`src/sv/bobc_pkg.sv`:
```
// ----------------------------------------------------------------------------
// Bit offset block copy package
// Shared constants, request codes and controller/datapath link types.
// ----------------------------------------------------------------------------
package bobc_pkg;

  localparam int unsigned STORE_BYTES = 256;
  localparam int unsigned AddrW       = $clog2(STORE_BYTES);
  localparam int unsigned TypeW       = 2;
  localparam int unsigned ByteW       = 8;
  localparam int unsigned BitPosW     = 11;
  localparam int unsigned CountW      = 12;
  localparam int unsigned SumW        = 13;

  localparam logic [SumW-1:0] StoreBits = SumW'(STORE_BYTES * 8);

  localparam logic [TypeW-1:0] REQ_LOAD_SRC = 2'd0;
  localparam logic [TypeW-1:0] REQ_LOAD_DST = 2'd1;
  localparam logic [TypeW-1:0] REQ_READ_DST = 2'd2;
  localparam logic [TypeW-1:0] REQ_COPY     = 2'd3;

  typedef struct packed {
    logic [TypeW-1:0]   req_type;
    logic [AddrW-1:0]   byte_addr;
    logic [ByteW-1:0]   byte_value;
    logic [BitPosW-1:0] src_bit;
    logic [BitPosW-1:0] dst_bit;
    logic [CountW-1:0]  bit_count;
  } req_t;

  typedef struct packed {
    logic capture;
    logic rd_dst;
    logic rd_first;
    logic rd_second;
    logic merge;
    logic load_out;
  } cmd_t;

  typedef struct packed {
    logic stop;
    logic out_free;
  } stat_t;

endpackage

```
`src/sv/bobc_ctrl.sv`:
```
// ----------------------------------------------------------------------------
// Bit offset block copy controller
// Sequences request capture, per-byte copy steps and response hand-off.
// ----------------------------------------------------------------------------
module bobc_ctrl (
  input  logic                      clk_i,
  input  logic                      rst_ni,
  input  logic                      req_valid_i,
  input  logic [bobc_pkg::TypeW-1:0] req_type_i,
  output logic                      req_ready_o,
  input  bobc_pkg::stat_t           stat_i,
  output bobc_pkg::cmd_t            cmd_o
);
  import bobc_pkg::*;

  localparam logic [2:0] S_IDLE = 3'd0;
  localparam logic [2:0] S_RD0  = 3'd1;
  localparam logic [2:0] S_RD1  = 3'd2;
  localparam logic [2:0] S_MRG  = 3'd3;
  localparam logic [2:0] S_RDW  = 3'd4;
  localparam logic [2:0] S_OUT  = 3'd5;

  logic [2:0] state_q, state_d;

  always_comb begin
    state_d     = state_q;
    cmd_o       = '0;
    req_ready_o = 1'b0;
    unique case (state_q)
      S_IDLE: begin
        req_ready_o = 1'b1;
        if (req_valid_i) begin
          cmd_o.capture = 1'b1;
          case (req_type_i) inside
            REQ_LOAD_SRC, REQ_LOAD_DST: state_d = S_OUT;
            REQ_READ_DST:               state_d = S_RDW;
            default:                    state_d = S_RD0;
          endcase
        end
      end
      S_RD0: begin
        if (stat_i.stop) begin
          state_d = S_OUT;
        end else begin
          cmd_o.rd_first = 1'b1;
          state_d        = S_RD1;
        end
      end
      S_RD1: begin
        cmd_o.rd_second = 1'b1;
        state_d         = S_MRG;
      end
      S_MRG: begin
        cmd_o.merge = 1'b1;
        state_d     = S_RD0;
      end
      S_RDW: begin
        cmd_o.rd_dst = 1'b1;
        state_d      = S_OUT;
      end
      S_OUT: begin
        if (stat_i.out_free) begin
          cmd_o.load_out = 1'b1;
          state_d        = S_IDLE;
        end
      end
      default: state_d = S_IDLE;
    endcase
  end

  always_ff @(posedge clk_i or negedge rst_ni) begin
    if (!rst_ni) begin
      state_q <= S_IDLE;
    end else begin
      state_q <= state_d;
    end
  end

endmodule
```
`config.mk`:
```
export PLATFORM = sky130hd
export DESIGN_NAME = bobc_ctrl
export DESIGN_NICKNAME = d
export VERILOG_FILES = /design/src/sv/bobc_pkg.sv /design/src/sv/bobc_ctrl.sv
export SDC_FILE = /design/constraint.sdc
export NUM_CORES = 1
export LEC_CHECK = 0
export BUFFER_PORTS_ARGS = -buffer_cell sky130_fd_sc_hd__buf_4
export CORE_AREA = 3 3 40 42
export DETAILED_ROUTE_END_ITERATION = 8
export DIE_AREA = 0 0 43 45
export REMOVE_ABC_BUFFERS = 1
export SYNTH_ARGS = -nofsm -noshare
export SYNTH_HDL_FRONTEND = slang
export SYNTH_SLANG_ARGS = --single-unit
```
`constraint.sdc`:
```
create_clock -name clk_i -period 1.7 [get_ports clk_i]
set_input_delay 0.34 -clock clk_i [delete_from_list [all_inputs] [get_ports clk_i]]
set_output_delay 0.34 -clock clk_i [all_outputs]
set_load 0.03 [all_outputs]
```
==> summary.txt <==
Run status
  • Outcome: completed

Power and ir drop
  • Leakage: 0.171 nW
  • Pwr/cell area: 1860 nW/µm²
  • Max rail drop VDD: 0.000576 V
  • Overall power: 683 µW

Final layout
  • Layout fillers: 153
  • Final #Nets: 48
  • Post-route cell area: 367 µm²
  • Largest register FFs: 3
  • Most frequent cells in the layout: buf_4, nor2_1, clkbuf_4
  • Biggest regs: state_q x3
  • Layout cell share with drive strength beyond 1: 0.525
  • Commonest non-fill, non-tap cell in the layout: buf_4
  • P&R area growth vs syn: 71.3%
  • Top reg by flops: state_q
  • Ant diodes: 0

Timing
  • Tcrit/Tclk final: 0.934
  • Setup-failing EPs final: 0
  • WHS: 402 ps
  • Final Hold Fails: 0
  • Period minus WS final: 1590 ps
  • Max Fclk: 630 MHz
  • RSZ-0062 raised after global routing: false
  • Max-slew headroom: 0.826
  • Slew Limit Fails: 0
  • Total Neg Setup Slack: 0 ps
  • Final worst setup slack: 112 ps
  • Worst slew pin tran: 261 ps
  • Skew final: 0.910 ps

Worst hold path
  • Hold Crit Class: input pin to flip-flop
  • Cell depth of the worst min-delay path: 2
  • WHS Endpoint: state_q[2]
  • Hold path start: stat_i[1]

Synth
  • Synth top area cells: dfrtp_1, nor4b_2, nand2b_1
  • Post-Syn Area: 214 µm²
  • Synth area leader: dfrtp_1
  • Sequential share of the synthesized area: 0.351
  • Post-synth cell types: 17
  • Post-synthesis register bit count: 3
  • Mapped Avg Cell Area: 9.30 µm²
  • Mapped Cells: 23
  • Area share of the largest cell type after synthesis: 0.351
  • Yosys warns: 0

Placed design
  • Buffers added on ports: 13
  • GP Congestion: 0.635
  • DP Wirelength: 412 µm
  • Setup WS pre-CTS: 256 ps
  • DP Area: 323 µm²

Critical path
  • CP endpoint kind: primary output
  • Critical path type: flip-flop to primary output
  • Worst Path Required: 1360 ps
  • R2R setup slack: 500 ps
  • Reg2reg path depth: 3
  • Worst R2R Start: state_q[2]
  • CP Max Fanout: 8
  • Critical Path Max Stage Delay: 460 ps
  • Reg2reg end: state_q[2]
  • Critical Path AT: 1250 ps
  • Slowest CP cell: dfrtp_1
  • Setup crit start kind: flip-flop
  • CP Cell Sequence: or2b_1 -> nor2_1 -> buf_4

Clocking
  • Htree depth: 1
  • Clk_lat worst skew: 230 ps
  • TritonCTS clock tree: done
  • CTS Buf Count: 3
  • Clock transition at the registers of the reported paths: 40 ps
  • Maximum clock insertion buffer count: 2
  • Post-CTS Setup Inserts: 0
  • Clk root buf: clkbuf_4
  • Clock sink count: 3

Route
  • Via count: 233
  • Via density: 4.24
  • Drt total wl: 547 µm
  • First-pass iteration count of the detailed router: 4
  • Routed len/inst: 9.95 µm
  • DRC Markers: 0
  • Post-route ant nets: 0
  • Initial drt markers: 5

Global routing
  • Largest net degree at the start of global routing: 12
  • Initial antenna violation count: 0
  • First-pass GRT wire length: 945 µm
  • Overflow after GRT: 0
  • Vias in the first global route: 245
  • GRT Total Usage: 0.0701

Floorplan
  • Initial Utilization: 0.167
  • Core box area: 1280 µm²
  • I/O pins: 14
  • Height of the die: 45 µm
  • Std-Cell Rows: 13
  • Die Area: 1940 µm²
  • Die Width: 43 µm

Job
  • Max_cap viols: 0
-- cell families after synthesis --
family / share of synthesized area
compound gates: 0.152
buf+inv: 0.0351
flops: 0.351
simple gates: 0.462
-- where the power goes --
part / leakage, nW / switching, mW / internal, mW
Clock: 0.0150 / 0.0364 / 0.0879
Combinational: 0.120 / 0.199 / 0.173
Sequential: 0.0357 / 0.0777 / 0.110
Total: 0.171 / 0.313 / 0.370
-- worst max-delay path by stage --
stage                           from  endpoint  slack [ps]  cells past startpoint
final                     state_q[2]  cmd_o[4]         110                      3
after global routing      state_q[2]  cmd_o[3]          20                      2
after detailed placement  state_q[0]  cmd_o[3]         260                      2
after global placement    state_q[0]  cmd_o[3]         280                      2
after floorplan           state_q[2]  cmd_o[3]        -210                      1
after CTS                 state_q[0]  cmd_o[3]          90                      2
-- layout make-up --
| cell class | count | area [µm²] | share of cell area |
|---|---|---|---|
| repair buffers | 14 | 108 | 0.294 |
| clock buffers | 4 | 26.3 | 0.0717 |
| flip-flops and latches | 3 | 76.3 | 0.208 |
| well taps | 15 | 18.8 | 0.0512 |
| multi-input cells | 19 | 138 | 0.375 |
-- metrics by stage --
| step | util | cells |
|---|---|---|
| final | 0.285 | 55 |
| after global routing | 0.285 | 55 |
| after CTS | 0.284 | 55 |
| after detailed placement | 0.251 | 50 |
| after global placement | 0.251 | 50 |
| after floorplan | - | 22 |
-- worst max-delay path: cells and delay by family, from the launching register on --
family,cells,cell delay [ps]
buffers and inverters,1,170
flip-flops,1,460
AND/OR/NAND/NOR,2,380
-- per-layer routing --
| layer | global-route usage | routed length, µm | vias up |
|---|---|---|---|
| met4 | 0.0904 | 17 | 0 |
| met3 | 0.0199 | 66 | 2 |
| met5 | 0 | 0 | - |
| li1 | - | - | 120 |
| met2 | 0.0928 | 206 | 14 |
| met1 | 0.0801 | 256 | 97 |
-- repair_timing --
item,CTS,global route
endpoints found under the setup margin,1,1
gates resized for setup,1,1
hold endpoints to repair,3,0
hold buffers,1,0
-- synth_stat cells --
library cell / number
a32oi_1: 1
and3b_2: 1
or2b_1: 1
nor4b_2: 1
nand2_1: 2
a21boi_1: 1
nor2_1: 3
nand2b_1: 2
or2_1: 1
nor4b_1: 1
nor3b_1: 1
buf_4: 1
nand3b_1: 1
dfrtp_1: 3
nor3_1: 1
a21oi_1: 1
a311o_2: 1
No activity file was read; power rests on OpenSTA's default activity.
